File: src/rtl/core/wsfd_pkg.sv
`timescale 1ns / 1ps

package wsfd_pkg;

	localparam int PADDR_W = 3;
	localparam int PDATA_W = 32;

	localparam logic [7:0] CRC_POLY    = 8'h31;
	localparam logic [7:0] FAMILY_CODE = 8'h24;

	localparam int STORE_DEPTH = 14;
	localparam int STORE_IDX_W = 4;
	localparam int POS_W       = 5;

	localparam logic [POS_W-1:0] POS_IDLE  = 5'd0;
	localparam logic [POS_W-1:0] POS_FIRST = 5'd1;
	localparam logic [POS_W-1:0] POS_LAST  = 5'd15;
	localparam logic [POS_W-1:0] POS_DONE  = 5'd16;

	localparam logic [11:0] TEMP_OFFSET = 12'd400;

	// wind, gust and rain factors for each model
	localparam logic [9:0]  WIND_F_WH24  = 10'd560;
	localparam logic [9:0]  WIND_F_WH65B = 10'd255;
	localparam logic [12:0] GUST_F_WH24  = 13'd4480;
	localparam logic [12:0] GUST_F_WH65B = 13'd2040;
	localparam logic [8:0]  RAIN_F_WH24  = 9'd300;
	localparam logic [8:0]  RAIN_F_WH65B = 9'd254;

	typedef enum logic [0:0] {
		MODEL_BASE = 1'b0,
		MODEL_ALT  = 1'b1
	} model_t;

	typedef enum logic [1:0] {
		STATUS_OK         = 2'd0,
		STATUS_BAD_FAMILY = 2'd1,
		STATUS_BAD_CRC    = 2'd2
	} status_t;

	typedef enum logic [0:0] {
		REG_MODEL_SELECT = 1'b0
	} reg_idx_t;

	function automatic logic [7:0] crc8_update(input logic [7:0] rem, input logic [7:0] data);
		logic [7:0] v;
		v = rem ^ data;
		for (int i = 0; i < 8; i++) begin
			if (v[7]) begin
				v = {v[6:0], 1'b0} ^ CRC_POLY;
			end else begin
				v = {v[6:0], 1'b0};
			end
		end
		return v;
	endfunction

endpackage

File: src/rtl/core/wsfd_if.sv
`timescale 1ns / 1ps

interface wsfd_in_if;
	import wsfd_pkg::*;

	logic       valid;
	logic       ready;
	logic [7:0] data_byte;
	logic       frame_start;

	modport source (output valid, output data_byte, output frame_start, input ready);
	modport sink (input valid, input data_byte, input frame_start, output ready);
endinterface

interface wsfd_out_if;
	import wsfd_pkg::*;

	logic               valid;
	logic               ready;
	logic               frame_valid;
	logic [1:0]         status;
	logic [7:0]         sensor_id;
	logic               batt_low;
	logic signed [11:0] temperature_tenths;
	logic [7:0]         humidity;
	logic [8:0]         wind_direction;
	logic [18:0]        wind_speed_q;
	logic [20:0]        gust_speed_q;
	logic [24:0]        rain_hundredths;
	logic [15:0]        uv_raw;
	logic [23:0]        light_level;

	modport source (
		output valid, input ready,
		output frame_valid, output status, output sensor_id, output batt_low,
		output temperature_tenths, output humidity, output wind_direction,
		output wind_speed_q, output gust_speed_q, output rain_hundredths,
		output uv_raw, output light_level
	);
	modport sink (
		input valid, output ready,
		input frame_valid, input status, input sensor_id, input batt_low,
		input temperature_tenths, input humidity, input wind_direction,
		input wind_speed_q, input gust_speed_q, input rain_hundredths,
		input uv_raw, input light_level
	);
endinterface

File: src/rtl/core/weather_sensor_frame_decoder_unit.sv
// channel   | dir | transfer                          | payload
// ----------+-----+-----------------------------------+---------------------------------
// frame     | in  | valid & ready                     | data_byte, frame_start
// result    | out | valid & ready                     | frame_valid, status, sensor fields
// apb       | in  | psel & penable & pwrite & pready  | model_select at byte address 0
//
// one byte is taken per cycle while frame.ready is high; crc step and byte store happen at the transfer
// the result register loads at the transfer of byte 15 and offers it the next cycle
// frame.ready drops only while a result is held and result.ready is low
// reset clears position, crc, family flag, model select and result valid
`timescale 1ns / 1ps

module weather_sensor_frame_decoder_unit (
	input  logic                         clk,
	input  logic                         arst_n,
	wsfd_in_if.sink                      frame,
	wsfd_out_if.source                   result,
	input  logic                         psel,
	input  logic                         penable,
	input  logic                         pwrite,
	input  logic [wsfd_pkg::PADDR_W-1:0] paddr,
	input  logic [wsfd_pkg::PDATA_W-1:0] pwdata,
	output logic [wsfd_pkg::PDATA_W-1:0] prdata,
	output logic                         pready
);
	import wsfd_pkg::*;

	logic [POS_W-1:0] pos_q;
	logic [7:0]       crc_q;
	logic             fam_q;
	model_t           model_q;
	logic [7:0]       store_q [STORE_DEPTH];
	logic             res_valid_q;

	logic             accept;
	logic             last_byte;
	logic             reg_hit;
	logic [STORE_IDX_W-1:0] store_idx;

	logic [7:0]  b3;
	logic [10:0] temp_raw;
	logic [8:0]  wind_raw;
	logic [9:0]  wind_f;
	logic [12:0] gust_f;
	logic [8:0]  rain_f;
	status_t     status_d;
	logic        ok_d;

	// config port
	assign pready  = 1'b1;
	assign reg_hit = (paddr[2] == REG_MODEL_SELECT);
	assign prdata  = reg_hit ? {{(PDATA_W-1){1'b0}}, model_q} : '0;

	always_ff @(posedge clk or negedge arst_n) begin
		if (!arst_n) begin
			model_q <= MODEL_BASE;
		end else if (psel && penable && pwrite && pready && reg_hit) begin
			model_q <= model_t'(pwdata[0]);
		end
	end

	// input side
	assign frame.ready = !res_valid_q || result.ready;
	assign accept      = frame.valid && frame.ready;
	assign last_byte   = accept && !frame.frame_start && (pos_q == POS_LAST);
	assign store_idx   = STORE_IDX_W'(pos_q - POS_FIRST);

	always_ff @(posedge clk or negedge arst_n) begin
		if (!arst_n) begin
			pos_q <= POS_IDLE;
			crc_q <= '0;
			fam_q <= 1'b0;
		end else if (accept) begin
			if (frame.frame_start) begin
				fam_q <= (frame.data_byte == FAMILY_CODE);
				crc_q <= crc8_update(8'h00, frame.data_byte);
				pos_q <= POS_FIRST;
			end else if (pos_q != POS_IDLE && pos_q < POS_LAST) begin
				crc_q <= crc8_update(crc_q, frame.data_byte);
				pos_q <= pos_q + POS_FIRST;
			end else if (pos_q == POS_LAST) begin
				pos_q <= POS_DONE;
			end
		end
	end

	always_ff @(posedge clk) begin
		if (accept && !frame.frame_start && pos_q != POS_IDLE && pos_q < POS_LAST) begin
			store_q[store_idx] <= frame.data_byte;
		end
	end

	// field unpacking
	assign b3       = store_q[2];
	assign temp_raw = {b3[2:0], store_q[3]};
	assign wind_raw = {b3[4], store_q[5]};
	assign wind_f   = (model_q == MODEL_ALT) ? WIND_F_WH65B : WIND_F_WH24;
	assign gust_f   = (model_q == MODEL_ALT) ? GUST_F_WH65B : GUST_F_WH24;
	assign rain_f   = (model_q == MODEL_ALT) ? RAIN_F_WH65B : RAIN_F_WH24;

	always_comb begin
		if (!fam_q) begin
			status_d = STATUS_BAD_FAMILY;
		end else if (crc_q != frame.data_byte) begin
			status_d = STATUS_BAD_CRC;
		end else begin
			status_d = STATUS_OK;
		end
		ok_d = (status_d == STATUS_OK);
	end

	// result register
	always_ff @(posedge clk or negedge arst_n) begin
		if (!arst_n) begin
			res_valid_q <= 1'b0;
		end else if (last_byte) begin
			res_valid_q <= 1'b1;
		end else if (result.ready) begin
			res_valid_q <= 1'b0;
		end
	end

	always_ff @(posedge clk) begin
		if (last_byte) begin
			result.frame_valid <= ok_d;
			result.status      <= status_d;
			if (ok_d) begin
				result.sensor_id          <= store_q[0];
				result.batt_low           <= b3[3];
				result.temperature_tenths <= signed'({1'b0, temp_raw} - TEMP_OFFSET);
				result.humidity           <= store_q[4];
				result.wind_direction     <= {b3[7], store_q[1]};
				result.wind_speed_q       <= 19'(19'(wind_raw) * 19'(wind_f));
				result.gust_speed_q       <= 21'(21'(store_q[6]) * 21'(gust_f));
				result.rain_hundredths    <= 25'(25'({store_q[7], store_q[8]}) * 25'(rain_f));
				result.uv_raw             <= {store_q[9], store_q[10]};
				result.light_level        <= {store_q[11], store_q[12], store_q[13]};
			end else begin
				result.sensor_id          <= '0;
				result.batt_low           <= 1'b0;
				result.temperature_tenths <= '0;
				result.humidity           <= '0;
				result.wind_direction     <= '0;
				result.wind_speed_q       <= '0;
				result.gust_speed_q       <= '0;
				result.rain_hundredths    <= '0;
				result.uv_raw             <= '0;
				result.light_level        <= '0;
			end
		end
	end

	assign result.valid = res_valid_q;

endmodule

File: src/flat_wrapper.sv
// flat-port wrapper written by rule: the top's interface ports become plain ports
module weather_sensor_frame_decoder_unit_flat import wsfd_pkg::*;
  (clk, arst_n, psel, penable, pwrite, paddr, pwdata, prdata, pready, frame_valid, frame_data_byte, frame_frame_start, frame_ready, result_valid, result_ready, result_frame_valid, result_status, result_sensor_id, result_batt_low, result_temperature_tenths, result_humidity, result_wind_direction, result_wind_speed_q, result_gust_speed_q, result_rain_hundredths, result_uv_raw, result_light_level);
  wsfd_in_if frame_i ();
  wsfd_out_if result_i ();
  input  logic clk;
  input  logic arst_n;
  input  logic psel;
  input  logic penable;
  input  logic pwrite;
  input  logic [wsfd_pkg::PADDR_W-1:0] paddr;
  input  logic [wsfd_pkg::PDATA_W-1:0] pwdata;
  output logic [wsfd_pkg::PDATA_W-1:0] prdata;
  output logic pready;
  input wire logic [$bits(frame_i.valid)-1:0] frame_valid;
  input wire logic [$bits(frame_i.data_byte)-1:0] frame_data_byte;
  input wire logic [$bits(frame_i.frame_start)-1:0] frame_frame_start;
  output wire logic [$bits(frame_i.ready)-1:0] frame_ready;
  output wire logic [$bits(result_i.valid)-1:0] result_valid;
  input wire logic [$bits(result_i.ready)-1:0] result_ready;
  output wire logic [$bits(result_i.frame_valid)-1:0] result_frame_valid;
  output wire logic [$bits(result_i.status)-1:0] result_status;
  output wire logic [$bits(result_i.sensor_id)-1:0] result_sensor_id;
  output wire logic [$bits(result_i.batt_low)-1:0] result_batt_low;
  output wire logic [$bits(result_i.temperature_tenths)-1:0] result_temperature_tenths;
  output wire logic [$bits(result_i.humidity)-1:0] result_humidity;
  output wire logic [$bits(result_i.wind_direction)-1:0] result_wind_direction;
  output wire logic [$bits(result_i.wind_speed_q)-1:0] result_wind_speed_q;
  output wire logic [$bits(result_i.gust_speed_q)-1:0] result_gust_speed_q;
  output wire logic [$bits(result_i.rain_hundredths)-1:0] result_rain_hundredths;
  output wire logic [$bits(result_i.uv_raw)-1:0] result_uv_raw;
  output wire logic [$bits(result_i.light_level)-1:0] result_light_level;
  assign frame_i.valid = frame_valid;
  assign frame_i.data_byte = frame_data_byte;
  assign frame_i.frame_start = frame_frame_start;
  assign frame_ready = frame_i.ready;
  assign result_valid = result_i.valid;
  assign result_i.ready = result_ready;
  assign result_frame_valid = result_i.frame_valid;
  assign result_status = result_i.status;
  assign result_sensor_id = result_i.sensor_id;
  assign result_batt_low = result_i.batt_low;
  assign result_temperature_tenths = result_i.temperature_tenths;
  assign result_humidity = result_i.humidity;
  assign result_wind_direction = result_i.wind_direction;
  assign result_wind_speed_q = result_i.wind_speed_q;
  assign result_gust_speed_q = result_i.gust_speed_q;
  assign result_rain_hundredths = result_i.rain_hundredths;
  assign result_uv_raw = result_i.uv_raw;
  assign result_light_level = result_i.light_level;
  weather_sensor_frame_decoder_unit u_core (.clk(clk), .arst_n(arst_n), .frame(frame_i), .result(result_i), .psel(psel), .penable(penable), .pwrite(pwrite), .paddr(paddr), .pwdata(pwdata), .prdata(prdata), .pready(pready));
endmodule
File: config.mk
export PLATFORM = sky130hd
export DESIGN_NAME = weather_sensor_frame_decoder_unit_flat
export DESIGN_NICKNAME = d
export VERILOG_FILES = /design/src/rtl/core/wsfd_pkg.sv /design/src/rtl/core/wsfd_if.sv /design/src/rtl/core/weather_sensor_frame_decoder_unit.sv /design/src/flat_wrapper.sv
export SDC_FILE = /design/constraint.sdc
export NUM_CORES = 1
export LEC_CHECK = 0
export BUFFER_PORTS_ARGS = -buffer_cell sky130_fd_sc_hd__buf_2
export CAP_MARGIN = 5
export CORE_MARGIN = 10
export CORE_UTILIZATION = 40
export DETAILED_ROUTE_END_ITERATION = 12
export GPL_ROUTABILITY_DRIVEN = 0
export GPL_TIMING_DRIVEN = 0
export PLACE_DENSITY_LB_ADDON = 0.1
export SYNTH_ARGS = -nofsm -noshare
export SYNTH_HDL_FRONTEND = slang
export SYNTH_SLANG_ARGS = --single-unit
export TNS_END_PERCENT = 20
File: constraint.sdc
create_clock -name clk -period 9.4 [get_ports clk]
set_clock_uncertainty 0.1 [all_clocks]
set_input_delay 0 -clock clk [delete_from_list [all_inputs] [get_ports clk]]
set_output_delay 0 -clock clk [all_outputs]
set_load 0.005 [all_outputs]
==> metrics.yaml <==
worstMarginPinSlew_ps: 971
grt_use_total_pct: 15.7
postRouteAntennaNets: 0
dpl_worst_slack_ps: 2880
route.met3.wl_um: 2120
async_flop_share_pct: 5.97
cp.arrival_ps: 6700
grt_max_degree: 37
postLayoutCoreUtil_pct: 47.3
critPathKind: "reg2reg"
viasPerCell: 4.76
cts_sinks: 268
grt_pass1_wl_um: 66600
hold_ws_ps: 139
power_uw: 6120
layout_setup_ws_ps: 2910
power.leakage_uw: 0.0102
dp_hpwl_um: 32300
critical_path_required_ps: 9610
power_density_nw_per_um2: 291
ys_seq_elements: 268
slew_headroom_pct: 35.3
ys_seq_area_share_pct: 44.2
synth_common_cells: "296 x inv_1, 252 x edfxtp_1, 151 x ha_1"
yosys-top-cells-area: "edfxtp_1 42%, fa_1 16%, ha_1 10%"
initial_core_util_pct: 40.6
drtIter0Drc: 624
std_cell_rows: 77
grt.overflow.total: 0
fin_nets: 2159
highest_layer: "met4"
max_stage_delay_ps: 620
synth_area_sq_um: 18000
grt_antenna_before_repair: 0
cp-end-kind: "flop"
cp-start-kind: "flop"
yosys.cell_types.count: 56
synth_top_area_share_pct: 42.0
timing.final.max_slew_violations: 0
synth_ff_type: "edfxtp_1"
die-area_sq_um: 53900
dieWidth_um: 232
core-area_sq_um: 44400
finalSetupViolCount: 0
clockBufferDepth: 3
synth-edff-count: 252
antenna_cells: 0
synth_most_common_cell: "inv_1"
status: "finished clean"
htreeDepth: 1
vias: 11600
cts_tree: "built"
wl_met2_um: 20100
drt_first_pass_iters: 6
path_clk_slew_ps: 60
path_cells: "clkbuf_1 > clkbuf_1 > clkbuf_1 > nand2_1 > fa_1 > fa_1 > inv_1 > fa_1 > inv_1 > fa_1 > inv_1 > ha_1 > a211oi_1 > o311a_1 > a211oi_1 > a31o_2 > a311o_1 > xnor2_1 > nor2_1"
drt_wl_total_um: 42000
drc: 0
io_pins: 232
io_buffers: 162
syn_avg_cell_area_sq_um: 11.6
cpMostUsedCell: "fa_1"
yosys_warnings: 0
wl_met1_um: 19000
cts_root_buf: "clkbuf_16"
postCtsResizedCells: 0
period_minus_slack_ps: 6490
areaGrowthSynthToFinish_pct: 16.6
timing_hold_violations_final: 0
drive_gt1_share_pct: 14.7
synth_top_cell_by_area: "edfxtp_1"
wl_per_cell_um: 17.3
cts_setup_buffers: 0
synth_cells: 1558
grt_pass1_vias: 12200
worst_path_max_delay_cell: "clkbuf_1"
clock.fmax_mhz: 154
maxCapViolations: 0
hold_class: "in2out"
rsz0062_at_grt: "false"
clock_latency_ps: 590
numCtsBuffers: 31
die_h_um: 232
critPathMaxFanout: 10
rrSetupSlack_ps: 2910
period_share_pct: 69.0
ir_drop_mv: 0.194
registers in the layout, summed over array words and instances, names as in the netlist, 2 cells and up:
name	count
u_core.result.wind_direction	9
u_core.result.gust_speed_q	18
u_core.result.temperature_tenths	12
u_core.result.uv_raw	16
u_core.result.light_level	24
u_core.store_q	110
u_core.result.sensor_id	8
u_core.crc_q	8
u_core.result.rain_hundredths	24
u_core.pos_q	5
u_core.result.humidity	8
u_core.result.status	2
u_core.result.wind_speed_q	19
worst max-delay path, delay by kind of cell (launching register included):
family	cells	cell delay, ps
simple gates	2	360
buf+inv	6	1750
xor+xnor	1	130
fa+ha+maj	5	2350
flops	1	320
compound gates	5	1200
report_power, final:
group	switching [uW]	leakage (uW)	internal, uW	total, uW
sequential	37.0	0.00283	1340	1380
combinational	2020	0.00687	1500	3520
clock	501	0.000497	717	1220
cell type report:
| cell class | count | area, sq um |
|---|---|---|
| inverters | 296 | 1110 |
| multi-input cells | 943 | 8610 |
| clock inverters | 23 | 240 |
| fillers | 4191 | 23400 |
| repair buffers | 183 | 1060 |
| clock buffers | 35 | 791 |
| well taps | 592 | 741 |
| plain buffers | 90 | 479 |
| flip-flops and latches | 268 | 7970 |
kinds of logic (layout without fill, tap and decap cells):
group | after synthesis | in the layout | share of synthesized area, %
flip-flops | 268 | 268 | 44.2
AND/OR/NAND/NOR | 349 | 349 | 9.74
buffers and inverters | 386 | 627 | 8.83
other | 2 | 41 | 0.0417
multiplexers | 6 | 6 | 0.361
AO/OA/AOI/OAI | 154 | 154 | 5.38
adder cells (fa/ha/maj) | 295 | 295 | 26.5
XOR/XNOR | 98 | 98 | 4.93
cell usage in the layout, fill, tap and decap left out, types with 19 or more instances in the layout:
cell | netlist | layout
inv_1 | 296 | 296
edfxtp_1 | 252 | 252
buf_2 | 5 | 167
ha_1 | 151 | 151
fa_1 | 144 | 144
nor2_1 | 117 | 116
and3_1 | 99 | 99
xnor2_1 | 63 | 63
nand2_1 | 54 | 54
clkbuf_1 | 43 | 47
a21oi_1 | 45 | 45
conb_1 | 2 | 41
buf_4 | 36 | 36
o21ai_0 | 33 | 33
xor2_1 | 31 | 31
clkbuf_16 | 0 | 31
a21o_1 | 19 | 19
per-stage QoR:
step	cells	cell area, sq um	TNS [ps]
5_1_grt	2430	21000	0
6_report	2430	21000	0
4_1_cts	2430	21000	0
3_5_place_dp	2355	19800	0
3_3_place_gp	2351	19700	-204360
2_1_floorplan	1597	18200	0
worst paths after layout:
kind                       depth (start not counted)                   startpoint                                           end
hold / removal                                     3                     paddr[2]                                     prdata[0]
setup / recovery                                  19   u_core.model_q$_DFFE_PN0P_  u_core.result.gust_speed_q[19]$_SDFFCE_PN0P_
setup reg to reg                                  19   u_core.model_q$_DFFE_PN0P_  u_core.result.gust_speed_q[19]$_SDFFCE_PN0P_
min in group asynchronous                          3                       arst_n                   u_core.crc_q[3]$_DFFE_PN0P_
hold reg to reg                                    1  u_core.crc_q[2]$_DFFE_PN0P_                   u_core.crc_q[2]$_DFFE_PN0P_
max in group asynchronous                          3                       arst_n                   u_core.pos_q[1]$_DFFE_PN0P_
layer usage:
metal / track usage (%) / up-vias
met5: 0 / -
met4: 4.02 / 0
met3: 2.59 / 44
met2: 26.3 / 229
met1: 20.6 / 5735
li1: - / 5562
timing repair:
action                                  4_1_cts  5_1_grt
endpoints found under the hold margin       148        0
endpoints found under the setup margin        0        0
hold buffers                                 17        0
No activity file was read; power rests on OpenSTA's default activity.
